$ cat src/rtl/rmpu_pkg.sv
// ----------------------------------------------------------------------------
// rmpu_pkg
// Shared types and constants for the range maximum store: field layout,
// request and status codes, controller states and the command/status bundles
// between controller and datapath.
// ----------------------------------------------------------------------------
package rmpu_pkg;

    localparam int DEFAULT_CAPACITY = 1024;

    localparam int VALUE_W  = 32;
    localparam int POS_W    = 10;
    localparam int COUNT_W  = 11;

    // Input item layout in s_tdata, lowest bits first
    localparam int FIRST_LSB  = 0;
    localparam int LAST_LSB   = FIRST_LSB + POS_W;
    localparam int VALUE_LSB  = LAST_LSB + POS_W;
    localparam int S_TDATA_W  = 56;
    localparam int M_TDATA_W  = 32;

    // Configuration port
    localparam int PADDR_W    = 3;
    localparam int PDATA_W    = 32;
    localparam logic REG_ELEMENT_COUNT = 1'b0;
    localparam logic [COUNT_W-1:0] ELEMENT_COUNT_RESET = 11'd1024;

    localparam logic signed [VALUE_W-1:0] MOST_NEGATIVE = 32'sh8000_0000;

    // Request kinds
    localparam logic REQ_WRITE = 1'b0;
    localparam logic REQ_QUERY = 1'b1;

    // Result status codes
    localparam logic STATUS_DONE    = 1'b0;
    localparam logic STATUS_INVALID = 1'b1;

    typedef enum logic [2:0] {
        ST_CLEAR,
        ST_IDLE,
        ST_WALK,
        ST_SCAN,
        ST_FINISH
    } ctrl_state_t;

    typedef struct packed {
        logic clear_en;
        logic accept;
        logic walk_en;
        logic scan_en;
        logic load_out;
    } dp_cmd_t;

    typedef struct packed {
        logic clear_last;
        logic walk_more;
        logic scan_more;
        logic req_err;
        logic req_query;
    } dp_status_t;

    function automatic logic signed [VALUE_W-1:0] max_of(
        input logic signed [VALUE_W-1:0] a,
        input logic signed [VALUE_W-1:0] b
    );
        return (a > b) ? a : b;
    endfunction

endpackage

$ cat src/rtl/rmpu_ctrl.sv
// ----------------------------------------------------------------------------
// rmpu_ctrl
// Sequencer for the range maximum store: clearing pass, request intake,
// tree walk for writes, range scan for queries and result hand-off.
// ----------------------------------------------------------------------------
module rmpu_ctrl (
    input  logic                 aclk,
    input  logic                 aresetn,
    input  logic                 s_tvalid,
    output logic                 s_tready,
    output logic                 m_tvalid,
    input  logic                 m_tready,
    input  rmpu_pkg::dp_status_t status,
    output rmpu_pkg::dp_cmd_t    cmd
);

    rmpu_pkg::ctrl_state_t state_reg, state_next;
    logic m_tvalid_reg, m_tvalid_next;
    logic out_free;

    assign out_free = !m_tvalid_reg || m_tready;

    // Next state
    always_comb begin
        state_next = state_reg;
        case (state_reg)
            rmpu_pkg::ST_CLEAR: begin
                if (status.clear_last) begin
                    state_next = rmpu_pkg::ST_IDLE;
                end
            end
            rmpu_pkg::ST_IDLE: begin
                if (s_tvalid) begin
                    if (status.req_err) begin
                        state_next = rmpu_pkg::ST_FINISH;
                    end else if (status.req_query) begin
                        state_next = rmpu_pkg::ST_SCAN;
                    end else begin
                        state_next = rmpu_pkg::ST_WALK;
                    end
                end
            end
            rmpu_pkg::ST_WALK: begin
                if (!status.walk_more) begin
                    state_next = rmpu_pkg::ST_FINISH;
                end
            end
            rmpu_pkg::ST_SCAN: begin
                if (!status.scan_more) begin
                    state_next = rmpu_pkg::ST_FINISH;
                end
            end
            rmpu_pkg::ST_FINISH: begin
                if (out_free) begin
                    state_next = rmpu_pkg::ST_IDLE;
                end
            end
            default: begin
                state_next = rmpu_pkg::ST_CLEAR;
            end
        endcase
    end

    // Commands to the datapath
    always_comb begin
        cmd          = '0;
        cmd.clear_en = (state_reg == rmpu_pkg::ST_CLEAR);
        cmd.accept   = (state_reg == rmpu_pkg::ST_IDLE) && s_tvalid;
        cmd.walk_en  = (state_reg == rmpu_pkg::ST_WALK);
        cmd.scan_en  = (state_reg == rmpu_pkg::ST_SCAN);
        cmd.load_out = (state_reg == rmpu_pkg::ST_FINISH) && out_free;
        s_tready     = (state_reg == rmpu_pkg::ST_IDLE);
    end

    // Hold the result valid until taken
    always_comb begin
        m_tvalid_next = m_tvalid_reg;
        if (cmd.load_out) begin
            m_tvalid_next = 1'b1;
        end else if (m_tready) begin
            m_tvalid_next = 1'b0;
        end
    end

    always_ff @(posedge aclk) begin
        if (!aresetn) begin
            state_reg    <= rmpu_pkg::ST_CLEAR;
            m_tvalid_reg <= 1'b0;
        end else begin
            state_reg    <= state_next;
            m_tvalid_reg <= m_tvalid_next;
        end
    end

    assign m_tvalid = m_tvalid_reg;

endmodule

$ cat config.mk
export PLATFORM = sky130hd
export DESIGN_NAME = rmpu_ctrl
export DESIGN_NICKNAME = d
export VERILOG_FILES = /design/src/rtl/rmpu_pkg.sv /design/src/rtl/rmpu_ctrl.sv
export SDC_FILE = /design/constraint.sdc
export NUM_CORES = 1
export LEC_CHECK = 0
export ABC_AREA = 1
export BUFFER_PORTS_ARGS = -buffer_cell sky130_fd_sc_hd__buf_2
export CORE_AREA = 2 2 39 41
export DETAILED_ROUTE_END_ITERATION = 16
export DIE_AREA = 0 0 41 43
export SYNTH_ARGS = -nofsm -noshare
export SYNTH_HDL_FRONTEND = slang
export SYNTH_SLANG_ARGS = --single-unit
$ cat constraint.sdc
create_clock -name aclk -period 2.7 [get_ports aclk]
set_input_delay 0.27 -clock aclk [delete_from_list [all_inputs] [get_ports aclk]]
set_output_delay 0.27 -clock aclk [all_outputs]
set_load 0.05 [all_outputs]
==> results of run 1 <==
==> worst reg2reg max path: stages, from the launching register on <==
cell and delay [ps]:
dfxtp_1 560, nor2_4 70, nand3_1 110, nand2_2 70, nor2_4 160, nand2_1 80, nand2_1 60, nor2_1 30
==> layout make-up <==
class                   count  area, um2  share of cell area
multi-input cells          34        190               0.451
flip-flops and latches      4       80.1               0.190
repair buffers             15       75.1               0.178
inverters                   9       33.8              0.0801
clock buffers               3       22.5              0.0534
well taps                  16       20.0              0.0475
==> per-layer routing <==
layer	share of wire	wire, um
met3	0.069	47
met1	0.41	279
met5	0	0
met2	0.52	354
met4	0	0
==> stage by stage <==
| stage | cells | hold slack, ps | util | total power, mW | area, um2 |
|---|---|---|---|---|---|
| 2_1_floorplan | 50 | 388 | - | 0.480 | 334 |
| 3_3_place_gp | 78 | 522 | 0.288 | 0.520 | 399 |
| 3_5_place_dp | 78 | 519 | 0.288 | 0.522 | 399 |
| 4_1_cts | 81 | 294 | 0.305 | 0.596 | 422 |
| 5_1_grt | 81 | 318 | 0.305 | 0.638 | 422 |
| 6_report | 81 | 300 | 0.305 | 0.589 | 422 |
==> cell usage in the layout, fill, tap and decap left out <==
| cell type | count |
|---|---|
| buf_2 | 15 |
| clkbuf_4 | 3 |
| o21a_1 | 1 |
| nand2_2 | 1 |
| nand3_1 | 2 |
| nand2_1 | 9 |
| nor2_4 | 2 |
| a21oi_1 | 1 |
| nor2_1 | 8 |
| inv_2 | 5 |
| nand4_1 | 3 |
| nor4_2 | 1 |
| dfxtp_1 | 4 |
| inv_1 | 4 |
| nor2_2 | 3 |
| nand3_2 | 2 |
| nor3_1 | 1 |
==> cell families (layout without fill, tap and decap cells) <==
family,Yosys count,after routing,synth area share
AOI/OAI and AO/OA,2,2,0.0374
DFF,4,4,0.240
buffers and inverters,12,27,0.191
and+or+nand+nor,32,32,0.532
==> power by group through the flow <==
stage,clock (mW),sequential [mW],combinational [mW]
floorplan,0,0.105,0.375
detailed placement,0,0.132,0.390
global placement,0,0.129,0.391
finish,0.0722,0.130,0.386
CTS,0.0736,0.131,0.392
global route,0.0792,0.137,0.422
==> path summary, 6_finish.rpt <==
| check | cells past startpoint | end | slack [ps] | start |
|---|---|---|---|---|
| worst min-delay path | 2 | m_tvalid$_SDFFE_PN0P_ | 300 | aresetn |
| worst max register to register | 7 | state_reg[2]$_SDFFE_PN0P_ | 1450 | state_reg[0]$_SDFFE_PN0P_ |
| worst min register to register | 2 | state_reg[2]$_SDFFE_PN0P_ | 520 | state_reg[2]$_SDFFE_PN0P_ |
| worst max-delay path | 3 | cmd[3] | 1110 | state_reg[0]$_SDFFE_PN0P_ |
==> flow_metrics.env, run 1 <==
export IMPL_rsz0062_at_grt="no"
export IMPL_finalCritPeriodShare=0.589
export IMPL_cp_start_kind="flip-flop"
export IMPL_fmax_mhz=629
export IMPL_grt_util_met3=0.0314
export IMPL_htreeDepth=1
export IMPL_syn_area_um2=334
export IMPL_p_leak_nw=0.231
export IMPL_post_cts_buffers=0
export IMPL_clkPwrFrac=0.123
export IMPL_synth_nets=59
export IMPL_grt_usage=0.0832
export IMPL_power_switching_mw=0.348
export IMPL_clk_pin_slew_worst_paths_ps=40
export IMPL_min_period_ps=1590
export IMPL_yosysTopAreaCell="dfxtp_1"
export IMPL_cts_buffers=3
export IMPL_ys_seq_elements=4
export IMPL_synthTopCellsByArea="dfxtp_1 24%, nand2_1 10%, nor2_1 9.0%, buf_6 6.7%, nor2_4 6.7%"
export IMPL_drv_cap=0
export IMPL_diodes=0
export IMPL_grt_max_degree=10
export IMPL_cpMaxStageDelayCell="dfxtp_1"
export IMPL_fin_ws_ps=1110
export IMPL_dieArea_um2=1760
export IMPL_fin_tns_setup_ps=0
export IMPL_clock_sinks=4
export IMPL_endpoint_kind="output port"
export IMPL_drc=0
export IMPL_io_pins=16
export IMPL_ys_flop_type="dfxtp_1"
export IMPL_power_density_nw_per_um2=1400
export IMPL_die_width_um=41
export IMPL_async_reset_ff_frac=0
export IMPL_clockBufferDepth=2
export IMPL_power_frac_seq=0.221
export IMPL_fp_dieH_um=43
export IMPL_num_rows=14
export IMPL_synthTopCellsByCount="9 x nand2_1, 8 x nor2_1, 5 x inv_2"
export IMPL_initial_core_util=0.241
export IMPL_critPathKind="flip-flop to output port"
export IMPL_slew_violations=0
export IMPL_cts_hold_fix_buffers=0
export IMPL_grt_use_met1=0.106
export IMPL_dr_pass1_iters=4
export IMPL_comb_power_share=0.657
export IMPL_ys_seq_area_frac=0.240
export IMPL_routedWlPerCell_um=8.40
export IMPL_area_delta_synth_final_pct=26.2
export IMPL_drive_gt1_frac=0.492
export IMPL_vias_per_cell=4.32
export IMPL_setup_violations=0
export IMPL_outcome="completed"
export IMPL_pre_cts_ws_ps=1330
export IMPL_internal_power_mw=0.241
export IMPL_crit_chain="nand3_2, nor2_1, buf_2"
export IMPL_drtAntennaViolNets=0
export IMPL_yosysTopAreaCellShare=0.240
export IMPL_critPathMaxFanout=9
export IMPL_grt_first_pass_wirelength_um=993
export IMPL_globalRouteOverflowTotal=0
export IMPL_vdd_ir_drop_max_uv=367
export IMPL_synth_edf_count=0
export IMPL_antenna_found_initial=0
export IMPL_critPathTopFamily="flip-flops"
export IMPL_hold_violations=0
export IMPL_grt_pass1_vias=249
export IMPL_critPathArrivalTime_ps=1320
export IMPL_dr_first_iter_drc_count=4
export IMPL_finClkSkew_ps=3.92
export IMPL_grt_busiest_layer="met2"
export IMPL_switching_share=0.591
export IMPL_cts_resized=0
export IMPL_cp_slowest_stage_delay_ps=560
export IMPL_routed_wl_um=680
export IMPL_crit_required_ps=2430
export IMPL_synth_warnings=0
export IMPL_worstSkewPairLatency_ps=230
export IMPL_gp_congestion=0.709
export IMPL_hpwl_um=582
export IMPL_n_fill_cell=155
export IMPL_slew_headroom=0.729
export IMPL_largest_reg_flops=3
export IMPL_core_um2=1380
export IMPL_worstMarginPinSlew_ps=406
export IMPL_port_buffer_count=15
export IMPL_worst_path_buf_inv=1
export IMPL_cts_tree="built"
export IMPL_nets=76
export IMPL_grt_use_met2=0.119
export IMPL_hold_path_class="input pin to flip-flop"
export IMPL_synth_most_common_cell="nand2_1"
export IMPL_syn_inst=50
export IMPL_via_count=350
export IMPL_synth_cell_types=17
export IMPL_synth_area_per_cell_um2=6.68
export IMPL_cts_root_buf="clkbuf_4"
Power figures use the tool's default switching activity.
==> run 2, diff against run 1 <==
clock period = 1.5 ns   (was 2.7 ns; I/O delays follow)
==> run 2 against run 1 <==
Effect of this change: clock power grew 84%; sequential cell count is the same; sequential power grew 91%; core utilization grew 0.72 points; power grew 85%; first-iteration DRC count shrank 50%; wire length grew 8.4%; critical path type unchanged.
==> flow_metrics.env, run 2 (same netlist as run 1, synthesis figures left out) <==
export IMPL_worstSkewPairLatency_ps=230
export IMPL_post_cts_buffers=0
export IMPL_routed_wl_um=737
export IMPL_critPathMaxFanout=7
export IMPL_slew_violations=0
export IMPL_route_met2_wl_um=365
export IMPL_drive_gt1_frac=0.538
export IMPL_via_count=356
export IMPL_largest_reg_flops=3
export IMPL_die_width_um=41
export IMPL_slew_headroom=0.815
export IMPL_setup_violations=0
export IMPL_outcome="completed"
export IMPL_antenna_found_initial=0
export IMPL_route_met3_wl_um=59
export IMPL_cts_hold_fix_buffers=0
export IMPL_p_leak_nw=0.234
export IMPL_drtAntennaViolNets=0
export IMPL_total_power_mw=1.09
export IMPL_port_buffer_count=15
export IMPL_fp_dieH_um=43
export IMPL_cts_buffers=3
export IMPL_final_util=0.312
export IMPL_hpwl_um=580
export IMPL_dr_pass1_iters=2
export IMPL_rr_worst_depth=7
export IMPL_globalRouteOverflowTotal=0
export IMPL_finalCritPeriodShare=0.948
export IMPL_clk_pin_slew_worst_paths_ps=40
export IMPL_endpoint_kind="output port"
export IMPL_final_area_um2=432
export IMPL_hold_path_class="input pin to flip-flop"
export IMPL_dp_cells=78
export IMPL_rsz0062_at_grt="no"
export IMPL_drc=0
export IMPL_routedWlPerCell_um=9.10
export IMPL_clockBufferDepth=2
export IMPL_gp_congestion=0.724
export IMPL_cts_tree="built"
export IMPL_vias_per_cell=4.40
export IMPL_num_rows=14
export IMPL_grt_first_pass_wirelength_mm=1.15
export IMPL_hold_violations=0
export IMPL_final_cells=81
export IMPL_htreeDepth=1
export IMPL_core_um2=1380
export IMPL_whs_path_depth=2
export IMPL_crit_required_ps=1350
export IMPL_whs_ps=175
export IMPL_grt_usage=0.101
export IMPL_fin_ws_ps=77.8
export IMPL_area_delta_synth_final_pct=29.2
export IMPL_dieArea_um2=1760
export IMPL_nets=76
export IMPL_fin_tns_setup_ps=0
export IMPL_min_period_ps=1420
export IMPL_cp_start_kind="flip-flop"
export IMPL_pre_cts_ws_ps=214
export IMPL_worstMarginPinSlew_ps=275
export IMPL_fmax_mhz=703
export IMPL_vdd_ir_drop_max_uv=758
export IMPL_io_pins=16
export IMPL_place_area_um2=404
export IMPL_clock_sinks=4
export IMPL_critPathArrivalTime_ps=1270
export IMPL_maxUsedRoutingLayer="met4"
export IMPL_drv_cap=0
export IMPL_final_common_cell="buf_2"
export IMPL_finClkSkew_ps=2.35
export IMPL_diodes=0
export IMPL_dr_first_iter_drc_count=2
export IMPL_wl_met1_um=303
export IMPL_power_density_nw_per_um2=2520
export IMPL_grt_max_degree=10
export IMPL_initial_core_util=0.241
export IMPL_critPathKind="flip-flop to output port"
export IMPL_final_cell_mix="14 x buf_2, 9 x nand2_1, 8 x nor2_1"
export IMPL_grt_pass1_vias=297
export IMPL_cts_root_buf="clkbuf_4"
-- run 2: cell count changes in the layout (fill, tap and decap cells not counted) --
cell	before	now
buf_2	15	14
buf_4	0	1
dfxtp_1	4	2
dfxtp_2	0	2
nor3_1	1	0
nor3_2	0	1
-- run 2: path summary, 6_finish.rpt --
path | start | end | slack [ps]
max | state_reg[2]$_SDFFE_PN0P_ | cmd[0] | 80
min | aresetn | m_tvalid$_SDFFE_PN0P_ | 170
max reg2reg | state_reg[0]$_SDFFE_PN0P_ | state_reg[1]$_SDFFE_PN0P_ | 350
min reg2reg | state_reg[2]$_SDFFE_PN0P_ | state_reg[2]$_SDFFE_PN0P_ | 540
-- run 2: timing repair --
item,CTS,global route
gates cloned,0,0
setup endpoints to repair,1,3
gates resized for setup,1,3
-- run 2: worst max-delay path: stages, from the launching register on --
cell	delay, ps
dfxtp_1	390
inv_2	110
nor4_2	280
buf_4	260
-- run 2: layout make-up --
cell class	instances	area, um2
Sequential cell	4	82.6
Tap cell	16	20.0
Multi-Input combinational cell	34	195
Inverter	9	33.8
Timing Repair Buffer	15	77.6
Clock buffer	3	22.5
Fill cell	168	952
-- run 2: power by group --
| group | leakage (nW) | internal, mW | total [mW] | switching, mW |
|---|---|---|---|---|
| combinational | 0.186 | 0.206 | 0.707 | 0.501 |
| sequential | 0.0336 | 0.154 | 0.248 | 0.0939 |
| clock | 0.0138 | 0.0895 | 0.133 | 0.0438 |
| total | 0.234 | 0.450 | 1.09 | 0.638 |
-- run 2: per-layer routing --
layer / vias up / GRT usage
met5: - / 0
met4: 0 / 0.0800
met3: 2 / 0.0471
met2: 12 / 0.131
met1: 157 / 0.122
li1: 185 / -
==> run 3, diff against run 2 <==
CELL_PAD_IN_SITES_DETAIL_PLACEMENT = 0   (was unset)
CELL_PAD_IN_SITES_GLOBAL_PLACEMENT = 2   (was unset)
CORE_AREA = unset   (was 2 2 39 41)
CORE_UTILIZATION = 20   (was unset)
DIE_AREA = unset   (was 0 0 41 43)
PLACE_DENSITY_LB_ADDON = 0.1   (was unset)
SLEW_MARGIN = 0   (was unset)
==> run 3 against run 2 <==
Effect of this change: sequential power about the same; critical endpoint unchanged; cell count unchanged; worst hold slack improved by 12 ps; global-route usage about the same; first-iteration DRC count increased to 4.5 times the previous value; wire length increased by 3.3%; clock power about the same; highest routed layer is now met3; sequential share of layout area unchanged; clock skew about the same; core utilization decreased by 3.2 points.
==> flow_metrics.env, run 3 (same netlist as run 1, synthesis figures left out) <==
export IMPL_core_um2=1540
export IMPL_startpoint="state_reg[2]$_SDFFE_PN0P_"
export IMPL_cp_start_kind="flip-flop"
export IMPL_antenna_found_initial=0
export IMPL_crit_required_ps=1350
export IMPL_fmax_mhz=707
export IMPL_r2r_end="state_reg[0]$_SDFFE_PN0P_"
export IMPL_gp_congestion=0.645
export IMPL_port_buffer_count=15
export IMPL_htreeDepth=1
export IMPL_n_fill_cell=187
export IMPL_area_delta_synth_final_pct=29.2
export IMPL_routedWlPerCell_um=9.40
export IMPL_clock_sinks=4
export IMPL_globalRouteOverflowTotal=0
export IMPL_clk_pin_slew_worst_paths_ps=40
export IMPL_finClkSkew_ps=2.26
export IMPL_dr_pass1_iters=5
export IMPL_place_area_um2=404
export IMPL_critPathKind="flip-flop to output port"
export IMPL_critPathTopFamily="flip-flops"
export IMPL_p_leak_nw=0.234
export IMPL_die_width_um=42.9
export IMPL_hold_path_class="input pin to flip-flop"
export IMPL_cts_tree="built"
export IMPL_cts_buffers=3
export IMPL_crit_chain="inv_2, nor4_2, buf_4"
export IMPL_vdd_ir_drop_max_uv=552
export IMPL_fp_dieH_um=42.9
export IMPL_hold_violations=0
export IMPL_drc=0
export IMPL_num_rows=14
export IMPL_grt_max_degree=10
export IMPL_drv_cap=0
export IMPL_r2r_start="state_reg[1]$_SDFFE_PN0P_"
export IMPL_outcome="completed"
export IMPL_via_count=359
export IMPL_post_cts_buffers=0
export IMPL_slew_headroom=0.811
export IMPL_dieArea_um2=1840
export IMPL_reg2reg_slack_ps=370
export IMPL_critPathArrivalTime_ps=1260
export IMPL_dr_first_iter_drc_count=9
export IMPL_grt_usage=0.101
export IMPL_rsz0062_at_grt="no"
export IMPL_diodes=0
export IMPL_power_density_nw_per_um2=2520
export IMPL_grt_first_pass_wirelength_mm=1.41
export IMPL_largest_reg_flops=3
export IMPL_initial_core_util=0.217
export IMPL_grt_pass1_vias=352
export IMPL_nets=76
export IMPL_worstSkewPairLatency_ps=230
export IMPL_hpwl_um=612
export IMPL_clockBufferDepth=2
export IMPL_setup_violations=0
export IMPL_cts_root_buf="clkbuf_4"
export IMPL_drive_gt1_frac=0.538
export IMPL_worstMarginPinSlew_ps=281
export IMPL_io_pins=16
export IMPL_crit_cells=3
export IMPL_slew_violations=0
export IMPL_final_area_um2=432
export IMPL_total_power_mw=1.09
export IMPL_rr_worst_depth=7
export IMPL_fin_tns_setup_ps=0
export IMPL_cpMaxStageDelayCell="dfxtp_1"
export IMPL_routed_wl_um=761
export IMPL_finalCritPeriodShare=0.943
export IMPL_drtAntennaViolNets=0
export IMPL_cp_slowest_stage_delay_ps=390
export IMPL_final_common_cell="buf_2"
export IMPL_endpoint_kind="output port"
export IMPL_vias_per_cell=4.43
export IMPL_min_period_ps=1410
export IMPL_critPathMaxFanout=7
export IMPL_final_cell_mix="14 x buf_2, 9 x nand2_1, 8 x nor2_1"
export IMPL_crit_end="cmd[0]"
export IMPL_worst_path_buf_inv=2
## run 3: cell counts in the layout (fill, tap and decap cells not counted)
Identical to the previous run, type by type.
## run 3: what timing repair did
action,in CTS,in global routing
endpoints found under the setup margin,1,3
hold buffers,0,0
gates resized for setup,1,3
## run 3: how the worst min path moves through the flow
stage | slack (ps) | from | end | depth (start not counted)
2_1_floorplan | 270 | aresetn | m_tvalid$_SDFFE_PN0P_ | 1
3_3_place_gp | 420 | aresetn | m_tvalid$_SDFFE_PN0P_ | 2
3_5_place_dp | 420 | aresetn | m_tvalid$_SDFFE_PN0P_ | 2
4_1_cts | 180 | aresetn | state_reg[1]$_SDFFE_PN0P_ | 3
5_1_grt | 180 | aresetn | state_reg[0]$_SDFFE_PN0P_ | 3
6_report | 190 | aresetn | state_reg[1]$_SDFFE_PN0P_ | 3
## run 3: stage by stage
| step | instances | util | hold WS, ps | setup WS, ps |
|---|---|---|---|---|
| finish | 81 | 0.280 | 187 | 85.8 |
| global route | 81 | 0.280 | 183 | 14.0 |
| CTS | 81 | 0.278 | 179 | 7.72 |
| detailed placement | 78 | 0.262 | 424 | 221 |
| global placement | 78 | 0.262 | 420 | 190 |
| floorplan | 50 | - | 268 | 149 |
## run 3: layout make-up
cell class / instances / area [um2] / area share
multi-input cells: 34 / 195 / 0.452
flip-flops and latches: 4 / 82.6 / 0.191
inverters: 9 / 33.8 / 0.0783
clock buffers: 3 / 22.5 / 0.0522
repair buffers: 15 / 77.6 / 0.180
well taps: 16 / 20.0 / 0.0464
## run 3: power by group
group	total (mW)	leakage, nW	internal (mW)	switching, mW
sequential	0.246	0.0336	0.154	0.0924
combinational	0.710	0.186	0.206	0.504
clock	0.131	0.0138	0.0893	0.0415
## run 3: metal layers
layer  track usage  vias to the layer above  wire (um)
met4        0.0375                        0          0
met1         0.130                      158        365
met3        0.0511                        0         62
li1              -                      184          -
met2         0.142                       17        333
met5             0                        -          0
## run 3: tightest hold or removal path, delay by kind of cell
kind,cells,cell delay [ps]
and+or+nand+nor,2,110
buffers and inverters,1,130
